===== src/sv/hbbb_pkg.sv =====
`timescale 1ns / 1ps

package hbbb_pkg;

	// Slots reachable through the fixed-width bank and channel fields
	localparam int BANK_SLOTS = 4;
	localparam int CHAN_SLOTS = 8;

	typedef enum logic [1:0] {
		MODE_OFF  = 2'd0,
		MODE_PRE  = 2'd1,
		MODE_FULL = 2'd2
	} mode_t;

	typedef enum logic [2:0] {
		REQ_SAMPLE  = 3'd0,
		REQ_PREHEAT = 3'd1,
		REQ_FULLTOG = 3'd2,
		REQ_BUTTON  = 3'd3,
		REQ_TICK    = 3'd4
	} req_code_t;

	typedef enum logic {
		CFG_PREHEAT  = 1'b0,
		CFG_FULLHEAT = 1'b1
	} cfg_reg_t;

	typedef struct packed {
		logic [2:0]         req_type;
		logic [1:0]         bank_select;
		logic [2:0]         sensor_channel;
		logic signed [15:0] sample_temp;
	} item_t;

	typedef struct packed {
		logic               valid;
		logic               index;
		logic signed [15:0] data;
	} cfg_wr_t;

	typedef struct packed {
		logic       heater_drive;
		logic [1:0] drive_bank;
		logic [1:0] active_mode;
		logic [7:0] all_modes;
	} status_t;

endpackage


===== src/sv/hbbb_in_reg.sv =====
`timescale 1ns / 1ps

module hbbb_in_reg
	import hbbb_pkg::*;
(
	input  logic  clk,
	input  logic  arst_n,
	input  logic  in_valid,
	output logic  in_stall,
	input  item_t in_item,
	input  logic  advance,
	output logic  item_valid_s1,
	output item_t item_s1
);

	// Hold the request while the core cannot take it
	assign in_stall = item_valid_s1 & ~advance;

	always_ff @(posedge clk or negedge arst_n) begin
		if (!arst_n) begin
			item_valid_s1 <= 1'b0;
		end else if (!in_stall) begin
			item_valid_s1 <= in_valid;
		end
	end

	always_ff @(posedge clk) begin
		if (!in_stall && in_valid) begin
			item_s1 <= in_item;
		end
	end

endmodule


===== src/sv/hbbb_core.sv =====
`timescale 1ns / 1ps

module hbbb_core
	import hbbb_pkg::*;
#(
	parameter int BANK_COUNT   = 4,
	parameter int SENSOR_COUNT = 8
) (
	input  logic    clk,
	input  logic    arst_n,
	input  cfg_wr_t cfg_wr,
	input  logic    item_valid_s1,
	input  item_t   item_s1,
	output logic    advance,
	output logic    out_valid,
	input  logic    out_stall,
	output status_t status_s2
);

	logic signed [15:0] pre_thr_q;
	logic signed [15:0] full_thr_q;
	mode_t              mode_q [BANK_SLOTS];
	mode_t              mode_d [BANK_SLOTS];
	logic signed [15:0] temp_q [CHAN_SLOTS];
	logic [1:0]         sel_q;
	logic [1:0]         sel_d;
	logic               drv_q;
	logic               drv_d;
	logic               out_valid_q;
	logic               fire;
	logic [BANK_SLOTS-1:0] bank_en;
	mode_t              cur_mode;
	logic signed [15:0] t0;
	logic signed [15:0] t1;
	status_t            status_d;

	assign advance   = ~out_valid_q | ~out_stall;
	assign fire      = item_valid_s1 & advance;
	assign out_valid = out_valid_q;

	always_ff @(posedge clk or negedge arst_n) begin
		if (!arst_n) begin
			pre_thr_q  <= '0;
			full_thr_q <= '0;
		end else if (cfg_wr.valid) begin
			case (cfg_wr.index)
				CFG_PREHEAT:  pre_thr_q  <= cfg_wr.data;
				CFG_FULLHEAT: full_thr_q <= cfg_wr.data;
				default: ;
			endcase
		end
	end

	// Only slots that exist get storage; the rest read as off / zero
	for (genvar i = 0; i < BANK_SLOTS; i++) begin : g_bank
		assign bank_en[i] = (i < BANK_COUNT);
		if (i < BANK_COUNT) begin : g_reg
			always_ff @(posedge clk or negedge arst_n) begin
				if (!arst_n) begin
					mode_q[i] <= MODE_OFF;
				end else begin
					mode_q[i] <= mode_d[i];
				end
			end
		end else begin : g_none
			assign mode_q[i] = MODE_OFF;
		end
	end

	for (genvar c = 0; c < CHAN_SLOTS; c++) begin : g_chan
		if (c < SENSOR_COUNT) begin : g_reg
			always_ff @(posedge clk or negedge arst_n) begin
				if (!arst_n) begin
					temp_q[c] <= '0;
				end else if (fire && item_s1.req_type == REQ_SAMPLE
						&& item_s1.sensor_channel == 3'(c)) begin
					temp_q[c] <= item_s1.sample_temp;
				end
			end
		end else begin : g_none
			assign temp_q[c] = '0;
		end
	end

	assign cur_mode = mode_q[sel_q];
	assign t0       = temp_q[{sel_q, 1'b0}];
	assign t1       = temp_q[{sel_q, 1'b1}];

	always_comb begin
		mode_d = mode_q;
		sel_d  = sel_q;
		drv_d  = drv_q;
		if (fire) begin
			case (item_s1.req_type)
				REQ_PREHEAT: begin
					if (bank_en[item_s1.bank_select]) begin
						if (item_s1.bank_select != sel_q) begin
							drv_d = 1'b0;
						end
						sel_d = item_s1.bank_select;
						mode_d[item_s1.bank_select] = MODE_PRE;
					end
				end
				REQ_FULLTOG: begin
					if (bank_en[item_s1.bank_select]) begin
						if (item_s1.bank_select != sel_q) begin
							drv_d = 1'b0;
						end
						sel_d = item_s1.bank_select;
						mode_d[item_s1.bank_select] =
							(mode_q[item_s1.bank_select] == MODE_FULL) ? MODE_OFF : MODE_FULL;
					end
				end
				REQ_BUTTON: begin
					case (cur_mode)
						MODE_OFF: mode_d[sel_q] = MODE_PRE;
						MODE_PRE: mode_d[sel_q] = MODE_FULL;
						default:  mode_d[sel_q] = MODE_OFF;
					endcase
				end
				REQ_TICK: begin
					case (cur_mode)
						MODE_PRE: drv_d = (t0 < pre_thr_q) && (t1 < pre_thr_q);
						MODE_FULL: begin
							if ((t0 < full_thr_q) || (t1 < full_thr_q)) begin
								drv_d = 1'b1;
							end else begin
								drv_d = 1'b0;
								mode_d[sel_q] = MODE_OFF;
							end
						end
						default: drv_d = 1'b0;
					endcase
				end
				default: ;
			endcase
		end
	end

	always_comb begin
		status_d.heater_drive = drv_d;
		status_d.drive_bank   = sel_d;
		status_d.active_mode  = mode_d[sel_d];
		for (int i = 0; i < BANK_SLOTS; i++) begin
			status_d.all_modes[2*i +: 2] = mode_d[i];
		end
	end

	always_ff @(posedge clk or negedge arst_n) begin
		if (!arst_n) begin
			sel_q       <= '0;
			drv_q       <= 1'b0;
			out_valid_q <= 1'b0;
		end else begin
			sel_q <= sel_d;
			drv_q <= drv_d;
			if (advance) begin
				out_valid_q <= item_valid_s1;
			end
		end
	end

	always_ff @(posedge clk) begin
		if (fire) begin
			status_s2 <= status_d;
		end
	end

endmodule


===== src/sv/heater_bank_bang_bang_controller_unit.sv =====
`timescale 1ns / 1ps
// A request taken into the input register passes into the output status register when that
// register is free, unless a stalled status holds it back.
// Throughput: one request per cycle; only a stalled output register holds back input.
// Reset (arst_n low, asynchronous): all banks off, bank 0 active, drive off,
// thermistor readings and both thresholds zero, no request or status pending.

module heater_bank_bang_bang_controller_unit
	import hbbb_pkg::*;
#(
	parameter int BANK_COUNT   = 4,
	parameter int SENSOR_COUNT = 8
) (
	input  logic               clk,
	input  logic               arst_n,
	input  logic               cfg_valid,
	output logic               cfg_ready,
	input  logic               cfg_index,
	input  logic signed [15:0] cfg_data,
	input  logic               in_valid,
	output logic               in_stall,
	input  logic [2:0]         req_type,
	input  logic [1:0]         bank_select,
	input  logic [2:0]         sensor_channel,
	input  logic signed [15:0] sample_temp,
	output logic               out_valid,
	input  logic               out_stall,
	output logic               heater_drive,
	output logic [1:0]         drive_bank,
	output logic [1:0]         active_mode,
	output logic [7:0]         all_modes
);

	item_t   in_item;
	item_t   item_s1;
	logic    item_valid_s1;
	logic    advance;
	cfg_wr_t cfg_wr;
	status_t status_s2;

	assign cfg_ready = 1'b1;

	assign cfg_wr.valid = cfg_valid & cfg_ready;
	assign cfg_wr.index = cfg_index;
	assign cfg_wr.data  = cfg_data;

	assign in_item.req_type       = req_type;
	assign in_item.bank_select    = bank_select;
	assign in_item.sensor_channel = sensor_channel;
	assign in_item.sample_temp    = sample_temp;

	hbbb_in_reg u_in_reg (
		.clk           (clk),
		.arst_n        (arst_n),
		.in_valid      (in_valid),
		.in_stall      (in_stall),
		.in_item       (in_item),
		.advance       (advance),
		.item_valid_s1 (item_valid_s1),
		.item_s1       (item_s1)
	);

	hbbb_core #(
		.BANK_COUNT   (BANK_COUNT),
		.SENSOR_COUNT (SENSOR_COUNT)
	) u_core (
		.clk           (clk),
		.arst_n        (arst_n),
		.cfg_wr        (cfg_wr),
		.item_valid_s1 (item_valid_s1),
		.item_s1       (item_s1),
		.advance       (advance),
		.out_valid     (out_valid),
		.out_stall     (out_stall),
		.status_s2     (status_s2)
	);

	assign heater_drive = status_s2.heater_drive;
	assign drive_bank   = status_s2.drive_bank;
	assign active_mode  = status_s2.active_mode;
	assign all_modes    = status_s2.all_modes;

endmodule


===== config.mk =====
export PLATFORM = sky130hd
export DESIGN_NAME = heater_bank_bang_bang_controller_unit
export DESIGN_NICKNAME = d
export VERILOG_FILES = /design/src/sv/hbbb_pkg.sv /design/src/sv/hbbb_in_reg.sv /design/src/sv/hbbb_core.sv /design/src/sv/heater_bank_bang_bang_controller_unit.sv
export SDC_FILE = /design/constraint.sdc
export NUM_CORES = 1
export LEC_CHECK = 0
export ABC_CLOCK_PERIOD_IN_PS = 9690
export BUFFER_PORTS_ARGS = -buffer_cell sky130_fd_sc_hd__buf_4
export CAP_MARGIN = 20
export CORE_MARGIN = 5
export CORE_UTILIZATION = 60
export DETAILED_ROUTE_END_ITERATION = 8
export PLACE_DENSITY_LB_ADDON = 0.05
export SYNTH_ARGS = -nofsm -noshare
export SYNTH_HDL_FRONTEND = slang
export SYNTH_SLANG_ARGS = --single-unit

===== constraint.sdc =====
create_clock -name clk -period 9.69 [get_ports clk]
set_input_delay 0.4845 -clock clk [delete_from_list [all_inputs] [get_ports clk]]
set_output_delay 0.4845 -clock clk [all_outputs]
set_load 0.1 [all_outputs]

### Word-level counts from Yosys, hierarchy flattened

Index checks and enable logic that the tools add are counted.

| operators by class | value |
|---|---|
| $lt $le $gt $ge | 12 |
| reduce and logical (&&, ||, !) cells | 21 |
| equality and inequality tests | 15 |
| mux-type cells | 39 |
| bitwise operators | 23 |

Operators with widths:

| cell | number |
|---|---|
| $bmux 16 s3 | 2 |
| $lt 16x16->1 | 4 |
| $mux 16 | 4 |
| $mux 8 | 5 |
| $pmux 8 s4 | 1 |
| $mux 2 | 12 |
| $pmux 8 s2 | 1 |
| $eq 3x3->1 const B | 5 |
| $logic_and 1x1->1 | 13 |
| $and 4x4->4 | 3 |
| $bmux 2 s2 | 3 |
| $eq 3x2->1 const B | 4 |
| $not 4->4 | 3 |
| $or 4x4->4 | 3 |
| $ge 3x3->1 const B | 3 |
| $not 2->3 | 3 |
| $and 8x8->8 | 1 |
| $bwmux 8 | 1 |
| $demux 2 s2 | 2 |
| $ge 4x4->1 const B | 2 |
| $not 3->4 | 2 |
| $not 8->8 | 1 |
| $eq 3x1->1 const B | 2 |
| $logic_not 3->1 | 2 |
| other kinds (16) | 28 |

| word-level totals | value |
|---|---|
| logic and storage cells | 136 |
| register bits | 210 |
| output and inout port bits | 16 |
| input bits | 46 |

### Longest topological paths before layout

| logic depth | value |
|---|---|
| word-level depth | 14 |
| gate-level depth with buffers | 13 |

### Modules after synthesis

A second synthesis with hierarchy kept.

| second synthesis, totals | value |
|---|---|
| cells, all modules | 799 |
| area, all modules | 10551.4 um2 |

Modules (own cells, without submodules):

| module | instances | seq. area each (um2) | cells an instance | area an instance (um2) |
|---|---|---|---|---|
| hbbb_core | 1 | 4694.5 | 768 | 9761.9 |
| hbbb_in_reg | 1 | 745.7 | 29 | 778.2 |
| heater_bank_bang_bang_controller_unit | 1 | 0.0 | 2 | 11.3 |

### Least setup slack after synthesis

Ideal clock, no wire load.

| timing path | value |
|---|---|
| path kind | register -> register |
| from | register u_core.sel_q[0] |
| to | register, netlist name u_core.status_s2[9] |
| path slack | 5.814 ns |
| buffers on the path | 3 |
| clock period less this slack | 3.876 ns |
| data required time | 9.419 ns |
| arrival time | 3.605 ns |
| library setup time | 0.271 ns |
| stages on the path, launching flop included | 14 |
| cells stage by stage | dfrtp_1 buf_6 clkbuf_1 buf_2 mux4_2 ha_1 a2111oi_2 o21ai_1 a32o_1 o21a_4 nor4_4 nor2_1 a211oi_2 o31ai_1 |

RTL lines:

| element | RTL line | source |
|---|---|---|
| start, declared | hbbb_core.sv:25 | `logic [1:0] sel_q;` |
| start signal, assigned | hbbb_core.sv:155 | `sel_q <= sel_d;` |

==> impl_metrics.tcl <==
set metrics [dict create \
    root_buffer "clkbuf_16" \
    wl_per_cell_um 23.0 \
    finalSetupTns_ns 0 \
    fin_crit_ns 4.42 \
    synth.most_common_cell "dfrtp_1" \
    fmax_ghz 0.226 \
    gp_congestion 0.930 \
    cts_made_buffers 23 \
    wl_um 25400 \
    powerDensity_nw_per_um2 231 \
    clk_latency_ns 0.50 \
    antenna_found_initial 0 \
    io_buffers 60 \
    relSlewSlack 0.203 \
    num-fill-cells 1206 \
    postCtsSetupBuffers 0 \
    critPathRequiredTime_ns 9.94 \
    dp_hpwl_um 18000 \
    diodes 0 \
    syn_inst 800 \
    cts_tree "done" \
    worstSetupStartpointType "register" \
    layout.cells.non_filler 1107 \
    finalClockSkew_ns 0.0155 \
    ys_ff_latch 210 \
    p_leak_uw 0.00556 \
    clockBufferDepth 3 \
    final_core_util 0.695 \
    ios 62 \
    power.internal_uw 1870 \
    die-area_um2 20500 \
    fin_nets 975 \
    grt_overflow_total 0 \
    htree_levels 1 \
    drv_slew 0 \
    hold_viol_final 0 \
    synth_common_cells "dfrtp_1, mux2_2, ha_1, inv_1, nand2_1" \
    synth.area.top_cells "dfrtp_1, mux2_2, edfxtp_1, ha_1, mux4_2" \
    p_comb_frac 0.302 \
    die_h_um 143 \
    worstPathArrival_ns 4.67 \
    rsz0062_at_grt "no" \
    dominantRegCellSynth "dfrtp_1" \
    cts.sinks 210 \
    synth_edf_count 37 \
    yosys_warnings 0 \
    grt_pass1_vias 7590 \
    grt_pass1_wl_um 41100 \
    route.detailed.drc 0 \
    worst_pin_slew_ns 1.19 \
    maxCapViolCount 0 \
    p_sw_uw 922 \
    setup_viol 0 \
    regArea_um2 5440 \
    yosys.cell_types.count 69 \
    status "finished, final reports clean" \
    syn_area_um2 10600 \
    ys_seq_area_frac 0.512 \
    cp-end-kind "register" \
    multi_input_area_um2 4890 \
    synth_top_area_frac 0.407 \
    die_w_um 143 \
    fin_crit_sh 0.456 \
    path_class "register to register" \
    first_pass_iters 7 \
    syn_to_final_growth_pct 13.6 \
    ir_drop_v 0.000187 \
    rows 48 \
    synthArstFlopShare 0.824 \
    fp.coreArea_um2 17400 \
    drive_above_1_share 0.340 \
    synth.largest_area_cell "dfrtp_1" \
    hold_buffers 0 \
    grt_max_degree 90 \
    initialDrtViolationCount 524 \
    sw_frac_of_total 0.330 \
    synth_nets 909 \
    min_path_type "primary input to asynchronous set/reset pin" \
    ant_nets 0 \
    drt-vias-per-instance 6.32 \
    dr_total_vias 6996 \
    seq_power_share 0.407 \
    crit_fanout 32 \
    dp.cells 1064 \
    ctsResizeCount 0 \
    pwr-share-clk 0.291 \
    grtUsageTotal 0.257 \
    path_clk_slew_ns 0.06 \
    initial_core_util 0.612 \
    avgSynthCellArea_um2 13.3 \
]
-- path summary, 6_finish.rpt --
kind	startpoint	to	slack [ns]	cells after the start
setup / recovery	u_core.sel_q[0]	u_core.status_s2[8]	5.27	11
hold / removal	arst_n	u_core.mode_q[2]	0.04	1
setup reg to reg	u_core.sel_q[0]	u_core.status_s2[8]	5.27	11
hold reg to reg	u_core.temp_q[104]	u_core.temp_q[104]	0.48	1
max in group asynchronous	arst_n	u_core.temp_q[79]	8.40	3
min in group clk	sample_temp[1]	u_in_reg.item_s1[1]	0.15	1
-- cells in the final DEF (no fill, tap or decap), types with 5 or more instances in the layout --
cell type	Yosys	layout
a211oi_1	11	11
a21o_1	12	12
a21oi_1	22	22
buf_4	1	70
clkbuf_1	18	6
clkbuf_16	0	23
dfrtp_1	173	172
edfxtp_1	37	37
ha_1	63	63
inv_1	46	46
mux2_2	142	142
mux2i_1	6	6
mux4_2	32	32
nand2_1	39	39
nand3_1	11	11
nand3b_1	8	8
nand4_1	9	9
nor2_1	19	19
nor2b_1	7	6
nor3_1	9	9
nor3b_1	5	5
o211ai_1	6	6
o21ai_0	33	33
o22ai_1	6	6
-- layer usage --
metal / vias to the layer above / wire [µm] / GRT usage
li1: 3139 / - / -
met1: 3581 / 11100 / 0.359
met2: 222 / 12500 / 0.429
met3: 54 / 1250 / 0.0322
met4: 0 / 634 / 0.0775
met5: - / 0 / 0
-- power by group through the flow --
stage	Clock [µW]	Sequential [µW]	Combinational, µW
after detailed placement	0	1150	836
after global placement	0	1140	812
after floorplan	0	1190	555
after CTS	827	1130	842
after global routing	867	1150	923
final	813	1140	843
-- critical path: stages (launching register included) --
cell	delay, ns
dfrtp_2	0.67
buf_4	0.60
mux4_2	0.65
ha_1	0.34
nand4_1	0.09
nor3_1	0.44
a31oi_2	0.19
and3_4	0.26
nor4b_2	0.40
a21oi_1	0.19
nor3_1	0.22
nor4_1	0.07
-- registers in the layout, indices dropped and copies added, names as in the netlist --
name and flops:
u_core.temp_q 128, u_in_reg.item_s1 24, u_core.full_thr_q 16, u_core.pre_thr_q 16, u_core.status_s2 13, u_core.mode_q 8, u_core.sel_q 2, u_core.drv_q 1
u_core.out_valid 1, u_in_reg.item_valid_s1 1
-- cell type report --
class                   count  share of cell area
inverters                  46              0.0143
clock buffers              31              0.0518
clock inverters            10             0.00653
well taps                 225              0.0233
flip-flops and latches    210               0.451
multi-input cells         512               0.405
repair buffers             73              0.0480
-- stage by stage --
stage | area [µm²] | power, µW | setup WS (ns) | hold WS (ns)
floorplan | 10600 | 1740 | 5.81 | 0.189
global placement | 11300 | 1950 | 5.42 | 0.449
detailed placement | 11300 | 1980 | 5.30 | 0.473
CTS | 12000 | 2800 | 5.29 | 0.0763
global route | 12100 | 2940 | 4.90 | 0.106
finish | 12100 | 2790 | 5.27 | 0.0396
-- kinds of logic (layout without fill, tap and decap cells) --
| family | count (synthesis) | count (layout) | synth area share |
|---|---|---|---|
| DFF | 210 | 210 | 0.512 |
| muxes | 183 | 183 | 0.227 |
| and+or+nand+nor | 133 | 133 | 0.0708 |
| AOI/OAI and AO/OA | 129 | 129 | 0.0832 |
| buffers and inverters | 78 | 160 | 0.0299 |
| adders and majority gates | 63 | 63 | 0.0742 |
| xor gates and xnor gates | 3 | 3 | 0.00247 |
| other | 1 | 1 | 0.000353 |
(Power assumes the default switching activity.)
